--- src/hw/rtl/relative_strength_index_defines.svh ---
// Assertion macros for the relative strength index block.
// Included by the top level; relies on the clk and rst names of the including module.
`ifndef RELATIVE_STRENGTH_INDEX_DEFINES_SVH
`define RELATIVE_STRENGTH_INDEX_DEFINES_SVH

// A property checked at every rising edge outside reset.
`define RSI_ASSERT(label, prop, msg) \
  label: assert property (@(posedge clk) disable iff (rst) (prop)) else $error(msg);

// An implication checked in the same cycle.
`define RSI_ASSERT_IMPL(label, ante, cons, msg) \
  `RSI_ASSERT(label, (ante) |-> (cons), msg)

`endif

--- src/hw/rtl/rsi_pkg.sv ---
// Shared types and constants for the relative strength index block.
// No dependencies; imported by relative_strength_index and its testbench.
`timescale 1ns / 1ps

package rsi_pkg;

  localparam int unsigned AVG_W      = 64;     // averages and sums
  localparam int unsigned PRICE_W    = 32;
  localparam int unsigned WINDOW_W   = 11;
  localparam int unsigned FLOOR_W    = 48;
  localparam int unsigned RSI_W      = 15;
  localparam int unsigned CFG_DATA_W = 48;
  localparam int unsigned DIV_W      = 80;     // dividend shift register
  localparam int unsigned DIV_STEPS  = DIV_W;
  localparam int unsigned STEP_W     = $clog2(DIV_STEPS);

  localparam logic [RSI_W-1:0]    RSI_FULL       = 15'd25600;
  localparam logic [WINDOW_W-1:0] WINDOW_RESET   = 11'd14;
  localparam logic [FLOOR_W-1:0]  LOSS_FLOOR_RST = 48'd7;

  typedef enum logic {
    CFG_WINDOW_LENGTH = 1'b0,
    CFG_LOSS_FLOOR    = 1'b1
  } cfg_index_t;

  typedef enum logic [11:0] {
    S_IDLE   = 12'b0000_0000_0001,
    S_UPDATE = 12'b0000_0000_0010,
    S_LOAD_G = 12'b0000_0000_0100,
    S_DIV_G  = 12'b0000_0000_1000,
    S_FIN_G  = 12'b0000_0001_0000,
    S_LOAD_L = 12'b0000_0010_0000,
    S_DIV_L  = 12'b0000_0100_0000,
    S_FIN_L  = 12'b0000_1000_0000,
    S_CHECK  = 12'b0001_0000_0000,
    S_SCALE  = 12'b0010_0000_0000,
    S_DIV_R  = 12'b0100_0000_0000,
    S_DONE   = 12'b1000_0000_0000
  } state_t;

endpackage

--- src/hw/rtl/relative_strength_index.sv ---
// Wilder relative strength index over a price stream, built round one shared divider.
// Depends on rsi_pkg and relative_strength_index_defines.svh.
//
//   channel   | direction | transfer carries
//   s_axis    | in        | tdata: price[31:0]; tuser: restart
//   m_axis    | out       | tdata: rsi_value[14:0], bit 15 zero
//   cfg       | in        | cfg_index selects window_length or loss_floor, cfg_wdata
//
// A first or restart price is taken in S_IDLE alone; a warmup price that gives no result
// passes through S_UPDATE and back. A price that gives a result runs three 80-step radix-2
// divisions (gain average, loss average, ratio) on the one restoring divider, with the
// update, load, finish, check, scale and done states sequencing them. The ratio division
// is skipped when the loss average is under the floor or both averages are zero.
// Reset is synchronous; it restores the register defaults and forgets the series.
// A finished result waits in the output register; the next price is taken meanwhile,
// and a later result holds in its last state until the output register is free.
`timescale 1ns / 1ps
`include "relative_strength_index_defines.svh"

module relative_strength_index #(
  parameter int unsigned FRACTION_BITS = 16,
  parameter int unsigned MAX_WINDOW    = 1024
) (
  input  logic                              clk,
  input  logic                              rst,
  input  logic                              s_axis_tvalid,
  output logic                              s_axis_tready,
  input  logic [rsi_pkg::PRICE_W-1:0]       s_axis_tdata,   // price[31:0]
  input  logic                              s_axis_tuser,   // restart
  output logic                              m_axis_tvalid,
  input  logic                              m_axis_tready,
  output logic [15:0]                       m_axis_tdata,   // rsi_value[14:0], zero at bit 15
  input  logic                              cfg_we,
  input  rsi_pkg::cfg_index_t               cfg_index,
  input  logic [rsi_pkg::CFG_DATA_W-1:0]    cfg_wdata
);

  import rsi_pkg::*;

  localparam int unsigned PW = $clog2(MAX_WINDOW + 1);

  // Control and configuration
  state_t                state, state_next;
  logic [WINDOW_W-1:0]   window_length;
  logic [FLOOR_W-1:0]    loss_floor;
  logic                  have_previous;
  logic                  averages_ready;
  logic [PW-1:0]         warmup_count;

  // Datapath
  logic [PRICE_W-1:0]    previous_price;
  logic [AVG_W-1:0]      gain_average, loss_average;
  logic [AVG_W-1:0]      gain_part, loss_part;
  logic [PW-1:0]         period;
  logic                  warm;       // current divisions close the warmup
  logic                  neg;        // smoothing step moves the average down
  logic [DIV_W-1:0]      dvd;
  logic [AVG_W:0]        rem;
  logic [AVG_W-1:0]      dsr;
  logic [AVG_W-1:0]      quo;
  logic [STEP_W-1:0]     step;
  logic [RSI_W-1:0]      result;

  logic                  in_xfer, start_series, out_free;
  logic [PW-1:0]         period_now;
  logic                  price_up;
  logic [PRICE_W-1:0]    rise, fall;
  logic [AVG_W:0]        gain_sum, loss_sum;
  logic [AVG_W-1:0]      gain_sat, loss_sat;
  logic [PW-1:0]         count_inc;
  logic                  is_gain_op;
  logic [AVG_W-1:0]      op_avg, op_part, avg_new;
  logic [AVG_W:0]        smooth_diff;
  logic [AVG_W:0]        rem_sh;
  logic [AVG_W+1:0]      trial;
  logic                  qbit;
  logic [AVG_W-1:0]      total;

  assign s_axis_tready = (state == S_IDLE);
  assign in_xfer       = s_axis_tvalid && s_axis_tready;
  assign start_series  = s_axis_tuser || !have_previous;
  assign out_free      = !m_axis_tvalid || m_axis_tready;

  // A period of zero acts as one, and one above the maximum is clipped.
  always_comb begin
    if (window_length == '0) begin
      period_now = PW'(1);
    end else if (32'(window_length) > 32'(MAX_WINDOW)) begin
      period_now = PW'(MAX_WINDOW);
    end else begin
      period_now = PW'(window_length);
    end
  end

  assign price_up = s_axis_tdata > previous_price;
  assign rise     = s_axis_tdata - previous_price;
  assign fall     = previous_price - s_axis_tdata;

  assign gain_sum  = {1'b0, gain_average} + {1'b0, gain_part};
  assign loss_sum  = {1'b0, loss_average} + {1'b0, loss_part};
  assign gain_sat  = gain_sum[AVG_W] ? '1 : gain_sum[AVG_W-1:0];
  assign loss_sat  = loss_sum[AVG_W] ? '1 : loss_sum[AVG_W-1:0];
  assign count_inc = warmup_count + PW'(1);

  // Smoothing is rewritten as avg + floor((part - avg) / period). When the part is
  // below the average, avg - 1 - floor((avg - part - 1) / period) gives the same
  // floor, and avg - part - 1 is the inverse of part - avg.
  assign is_gain_op  = (state == S_LOAD_G) || (state == S_FIN_G);
  assign op_avg      = is_gain_op ? gain_average : loss_average;
  assign op_part     = is_gain_op ? gain_part : loss_part;
  assign smooth_diff = {1'b0, op_part} - {1'b0, op_avg};

  always_comb begin
    if (warm) begin
      avg_new = quo;
    end else if (neg) begin
      avg_new = op_avg + ~quo;
    end else begin
      avg_new = op_avg + quo;
    end
  end

  // One restoring step of the shared divider.
  assign rem_sh = {rem[AVG_W-1:0], dvd[DIV_W-1]};
  assign trial  = {1'b0, rem_sh} - {2'b00, dsr};
  assign qbit   = !trial[AVG_W+1];

  assign total = gain_average + loss_average;

  always_comb begin
    state_next = state;
    unique case (state)
      S_IDLE: begin
        if (in_xfer && !start_series) begin
          state_next = S_UPDATE;
        end
      end
      S_UPDATE: begin
        if (averages_ready || (count_inc >= period)) begin
          state_next = S_LOAD_G;
        end else begin
          state_next = S_IDLE;
        end
      end
      S_LOAD_G: state_next = S_DIV_G;
      S_DIV_G:  state_next = (step == '0) ? S_FIN_G : S_DIV_G;
      S_FIN_G:  state_next = S_LOAD_L;
      S_LOAD_L: state_next = S_DIV_L;
      S_DIV_L:  state_next = (step == '0) ? S_FIN_L : S_DIV_L;
      S_FIN_L:  state_next = S_CHECK;
      S_CHECK: begin
        if ((loss_average < AVG_W'(loss_floor)) || (total == '0)) begin
          state_next = S_DONE;
        end else begin
          state_next = S_SCALE;
        end
      end
      S_SCALE:  state_next = S_DIV_R;
      S_DIV_R:  state_next = (step == '0) ? S_DONE : S_DIV_R;
      S_DONE:   state_next = out_free ? S_IDLE : S_DONE;
      default:  state_next = S_IDLE;
    endcase
  end

  always_ff @(posedge clk) begin
    if (rst) begin
      state          <= S_IDLE;
      window_length  <= WINDOW_RESET;
      loss_floor     <= LOSS_FLOOR_RST;
      have_previous  <= 1'b0;
      averages_ready <= 1'b0;
      warmup_count   <= '0;
      m_axis_tvalid  <= 1'b0;
    end else begin
      state <= state_next;
      if (cfg_we) begin
        unique case (cfg_index)
          CFG_WINDOW_LENGTH: window_length <= cfg_wdata[WINDOW_W-1:0];
          CFG_LOSS_FLOOR:    loss_floor    <= cfg_wdata[FLOOR_W-1:0];
          default:           window_length <= window_length;
        endcase
      end
      if (in_xfer) begin
        have_previous <= 1'b1;
        if (start_series) begin
          averages_ready <= 1'b0;
          warmup_count   <= '0;
        end
      end
      if ((state == S_UPDATE) && !averages_ready) begin
        warmup_count <= count_inc;
        if (count_inc >= period) begin
          averages_ready <= 1'b1;
        end
      end
      if ((state == S_DONE) && out_free) begin
        m_axis_tvalid <= 1'b1;
      end else if (m_axis_tready) begin
        m_axis_tvalid <= 1'b0;
      end
    end
  end

  always_ff @(posedge clk) begin
    if (in_xfer) begin
      previous_price <= s_axis_tdata;
      period         <= period_now;
      if (start_series) begin
        gain_average <= '0;
        loss_average <= '0;
      end
      gain_part <= price_up ? (AVG_W'(rise) << FRACTION_BITS) : '0;
      loss_part <= price_up ? '0 : (AVG_W'(fall) << FRACTION_BITS);
    end

    unique case (state)
      S_UPDATE: begin
        warm <= !averages_ready;
        if (!averages_ready) begin
          gain_average <= gain_sat;
          loss_average <= loss_sat;
        end
      end
      S_LOAD_G, S_LOAD_L: begin
        rem  <= '0;
        quo  <= '0;
        step <= STEP_W'(DIV_STEPS - 1);
        if (warm) begin
          neg <= 1'b0;
          dvd <= DIV_W'(op_avg);
          dsr <= AVG_W'(warmup_count);
        end else begin
          neg <= smooth_diff[AVG_W];
          dvd <= smooth_diff[AVG_W] ?
                 {{(DIV_W-AVG_W){1'b0}}, ~smooth_diff[AVG_W-1:0]} :
                 {{(DIV_W-AVG_W){1'b0}}, smooth_diff[AVG_W-1:0]};
          dsr <= AVG_W'(period);
        end
      end
      S_DIV_G, S_DIV_L, S_DIV_R: begin
        dvd  <= {dvd[DIV_W-2:0], 1'b0};
        rem  <= qbit ? trial[AVG_W:0] : rem_sh;
        quo  <= {quo[AVG_W-2:0], qbit};
        step <= step - STEP_W'(1);
        if (state == S_DIV_R) begin
          result <= {quo[RSI_W-2:0], qbit};
        end
      end
      S_FIN_G: gain_average <= avg_new;
      S_FIN_L: loss_average <= avg_new;
      S_CHECK: begin
        // 25600 = 2^14 + 2^13 + 2^10; the product is built in S_CHECK and S_SCALE.
        result <= RSI_FULL;
        dsr    <= total;
        dvd    <= (DIV_W'(gain_average) << 14) + (DIV_W'(gain_average) << 13);
      end
      S_SCALE: begin
        dvd  <= dvd + (DIV_W'(gain_average) << 10);
        rem  <= '0;
        quo  <= '0;
        step <= STEP_W'(DIV_STEPS - 1);
      end
      S_DONE: begin
        if (out_free) begin
          m_axis_tdata <= {1'b0, result};
        end
      end
      default: begin
      end
    endcase
  end

  // The partial remainder stays below the divisor throughout every division.
  `RSI_ASSERT_IMPL(a_rem_bound,
                   (state == S_DIV_G) || (state == S_DIV_L) || (state == S_DIV_R),
                   rem < 65'(dsr), "divider remainder not below divisor")

  // The gain share of the total never exceeds one hundred.
  `RSI_ASSERT_IMPL(a_rsi_range, m_axis_tvalid,
                   m_axis_tdata[RSI_W-1:0] <= RSI_FULL, "RSI above full scale")

  // Averages can only exist inside a running series.
  `RSI_ASSERT_IMPL(a_ready_series, averages_ready, have_previous, "averages without a series")

  // A series that has not finished its warmup holds fewer changes than the maximum window.
  `RSI_ASSERT_IMPL(a_warmup_bound, !averages_ready,
                   32'(warmup_count) < 32'(MAX_WINDOW), "warmup count overran")

endmodule

--- config.mk ---
export PLATFORM = sky130hd
export DESIGN_NAME = relative_strength_index
export DESIGN_NICKNAME = d
export VERILOG_FILES = /design/src/hw/rtl/rsi_pkg.sv /design/src/hw/rtl/relative_strength_index.sv
export VERILOG_INCLUDE_DIRS = /design/src /design/src/hw/rtl
export SDC_FILE = /design/constraint.sdc
export NUM_CORES = 2
export LEC_CHECK = 0
export BUFFER_PORTS_ARGS = -buffer_cell sky130_fd_sc_hd__buf_4
export CAP_MARGIN = 20
export CORE_ASPECT_RATIO = 1.1
export CORE_UTILIZATION = 55
export CTS_BUF_LIST = sky130_fd_sc_hd__clkbuf_8 sky130_fd_sc_hd__clkbuf_16
export DETAILED_ROUTE_END_ITERATION = 12
export GPL_TIMING_DRIVEN = 0
export PLACE_DENSITY = 0.79
export REMOVE_ABC_BUFFERS = 1
export SLEW_MARGIN = 40
export SYNTH_ARGS = -nofsm -noshare
export SYNTH_HDL_FRONTEND = slang
export SYNTH_SLANG_ARGS = --single-unit
--- constraint.sdc ---
create_clock -name clk -period 9.29 [get_ports clk]
set_input_delay 1.858 -clock clk [delete_from_list [all_inputs] [get_ports clk]]
set_output_delay 1.858 -clock clk [all_outputs]
set_load 0.005 [all_outputs]
==> impl_metrics.env <==
export IMPL_drv_slew=0
export IMPL_dieArea_um2=108000
export IMPL_dpl_hpwl_mm=179
export IMPL_grt_pass1_wl_mm=340
export IMPL_synth_top_cell_area_share=0.230
export IMPL_rsz0062_at_grt="false"
export IMPL_synth_edff_count=450
export IMPL_drt_wl_total_mm=231
export IMPL_portBuffers=103
export IMPL_ys_warn_count=0
export IMPL_post_cts_resized=0
export IMPL_gp_congestion=1.06
export IMPL_worst_hold_path_type="reg -> reg"
export IMPL_clock_latency_ns=0.71
export IMPL_final_layout_size_suffix_gt1_frac=0.0719
export IMPL_cts_buffer_depth=3
export IMPL_slowest_stage="a32oi_2"
export IMPL_start_util=0.555
export IMPL_synthTopCellsByArea="edfxtp_1 (23%), ha_1 (11%), a21oi_1 (6.4%)"
export IMPL_worstPathCellList="nor4_4 > nand4_1 > buf_4 > buf_4 > a21oi_1 > ha_1 > a21o_1 > a21o_1 > a21o_1 > a221oi_1 > o31a_1 > o21ai_1 > o31a_1 > a32oi_2 > a21boi_4 > buf_8 > buf_8 > buf_8 > buf_8 > nor2_2 > a31oi_1 > xnor2_1 > o221ai_1"
export IMPL_critical_path_class="reg -> reg"
export IMPL_die_x_um=313
export IMPL_core_area_um2=106000
export IMPL_cap_violations=0
export IMPL_final_hold_viol_count=0
export IMPL_p_leak_nw=28.4
export IMPL_setup_viol=0
export IMPL_cts_sinks=631
export IMPL_synth_cells=7261
export IMPL_cpPeakStageDelay_ns=0.73
export IMPL_powerDensity_nw_per_um2=118
export IMPL_arrival_ns=7.92
export IMPL_drc=0
export IMPL_cts_root_buf="clkbuf_16"
export IMPL_irDropWorstVdd_uv=131
export IMPL_antenna_found_initial=7
export IMPL_end_kind="register"
export IMPL_fin_nets=7830
export IMPL_hold_ws_ns=0.419
export IMPL_grt_pass1_vias=55000
export IMPL_cts_tree="yes"
export IMPL_rows=125
export IMPL_fillers=9308
export IMPL_cts_made_buffers=76
export IMPL_cp_start_kind="register"
export IMPL_crit_top_cell="buf_8"
export IMPL_syn_area_per_cell_um2=8.08
export IMPL_critPathBufInv=6
export IMPL_status="complete, no violations"
export IMPL_post_dp_cell_area_um2=61900
export IMPL_fmax_mhz=133
export IMPL_hold_buffers=0
export IMPL_required_ns=9.69
export IMPL_ys_async_sr_fraction=0
export IMPL_drt_pass1_iter_count=8
export IMPL_die_h_um=345
export IMPL_num_vias=57700
export IMPL_yosysTopAreaCell="edfxtp_1"
export IMPL_skew_ns=0.0427
export IMPL_post_drt_wl_per_cell_um=26.6
export IMPL_ys_seq_area_frac=0.292
export IMPL_grt_max_degree=78
export IMPL_cts_setup_buffers=0
export IMPL_syn_area_um2=58700
export IMPL_globalRouteOverflowTotal=0
export IMPL_ys_types=96
export IMPL_via_per_inst=6.66
export IMPL_crit_fanout=14
export IMPL_grt_use_met1=0.516
export IMPL_grtUsageMet2=0.656
export IMPL_relSlewSlack=0.316
export IMPL_synth_flop_cell="edfxtp_1"
export IMPL_critPathTopFamily="compound AO/OA/AOI/OAI gates"
export IMPL_boundaryPins=105
export IMPL_design_area_um2=64500
export IMPL_syn_to_final_growth_pct=9.96
export IMPL_htreeDepth=3
export IMPL_worstMarginPinSlew_ns=1.02
export IMPL_ant_nets=0
export IMPL_finalCritPeriodShare=0.810
export IMPL_use_met3=0.0834
export IMPL_layout_min_cycle_time_ns=7.52
export IMPL_clk_pin_slew_ns=0.07
export IMPL_synth_seq_cells=631
export IMPL_grt_usage=0.417
export IMPL_busiest_layer="met2"
export IMPL_drt_initial_drc_count=6820
-- path summary, 6_finish.rpt --
check,slack (ns),endpoint,start,cells past startpoint
setup / recovery,1.77,dvd[61],state[1],23
hold reg to reg,0.42,m_axis_tdata[8],result[8],0
setup reg to reg,1.77,dvd[61],state[1],23
hold / removal,0.42,m_axis_tdata[8],result[8],0
-- synthesized netlist by cell type, drive strengths merged, types with 14 or more instances --
library cell / instances
nor3: 137
a22oi: 43
or3: 46
inv: 386
o221ai: 46
a41oi: 14
o21bai: 84
nand3b: 18
ha: 532
clkbuf: 320
a31oi: 83
nor3b: 19
a21boi: 27
o21ai: 483
or2: 34
and3: 68
o21a: 54
a221o: 47
a21o: 309
and4: 16
o31ai: 56
edfxtp: 450
nor2b: 77
o211ai: 63
a211o: 15
a311oi: 15
xnor2: 323
o31a: 16
a211oi: 63
nand2b: 86
nor4: 34
o22ai: 19
xor2: 267
nor2: 535
a21oi: 755
mux2i: 74
nand4: 121
and2: 117
dfxtp: 181
nand3: 154
buf: 51
nand2: 826
a221oi: 50
-- cells in the final DEF (no fill, tap or decap), types with 66 or more instances in the layout --
master	count
inv_1	394
nor3_1	130
ha_1	532
a21oi_1	750
o21ai_0	475
xnor2_1	322
nand3_1	149
clkbuf_16	77
dfxtp_1	180
mux2i_1	70
edfxtp_1	450
buf_4	143
and3_1	66
nand2b_1	82
nand2_1	814
o21bai_1	84
nand4_1	121
nor2_1	521
a21o_1	309
a31oi_1	82
xor2_1	267
nor2b_1	76
and2_1	111
-- stage by stage --
stage	instances	util	setup TNS (ns)	total power, W	setup WS [ns]
CTS	8661	0.610	0	0.00757	2.06
global placement	8390	0.565	-3002.32	0.00447	-13.43
global route	8662	0.610	0	0.00781	1.67
floorplan	6890	-	-267.64	0.00407	-3.10
finish	8665	0.610	0	0.00760	1.77
detailed placement	8520	0.585	0	0.00450	2.11
-- final cells by class --
class / instances / area [µm²] / area share
Clock buffer: 82 / 2000 / 0.0309
Inverter: 386 / 1450 / 0.0225
Tap cell: 1397 / 1750 / 0.0271
Clock inverter: 59 / 576 / 0.00892
Multi-Input combinational cell: 5873 / 39100 / 0.607
Antenna cell: 3 / 7.51 / 0.000116
Sequential cell: 631 / 17100 / 0.266
Timing Repair Buffer: 234 / 2450 / 0.0381
-- routing by layer --
metal,vias to the layer above,share of wire,wire [µm]
li1,26400,-,-
met1,27300,0.38,88500
met2,3183,0.44,101000
met3,805,0.10,23100
met4,8,0.080,18400
met5,-,0.00029,68
-- registers in the layout, summed over array words and instances (netlist names) --
signal          flops
rem                64
loss_floor         48
neg                 1
gain_part          32
dsr                64
have_previous       1
m_axis_tvalid       1
result             15
averages_ready      1
quo                64
step                7
window_length      11
state              12
period             11
previous_price     32
loss_part          32
m_axis_tdata       15
warmup_count       11
gain_average       64
loss_average       64
warm                1
dvd                80
-- power by group --
group	internal [W]	leakage [nW]	switching, W	total (W)
Combinational	0.000516	21.5	0.000812	0.00133
Clock	0.00170	1.29	0.00141	0.00312
Sequential	0.00309	5.61	0.0000638	0.00316
-- cells by family after synthesis --
kind of cell	synth area share
adder cells (fa/ha/maj)	0.117
XOR/XNOR	0.0882
AND/OR/NAND/NOR	0.187
AO/OA/AOI/OAI	0.252
multiplexers	0.0147
flip-flops	0.292
buffers and inverters	0.0492
other	0.0000639
(Power assumes the default switching activity.)
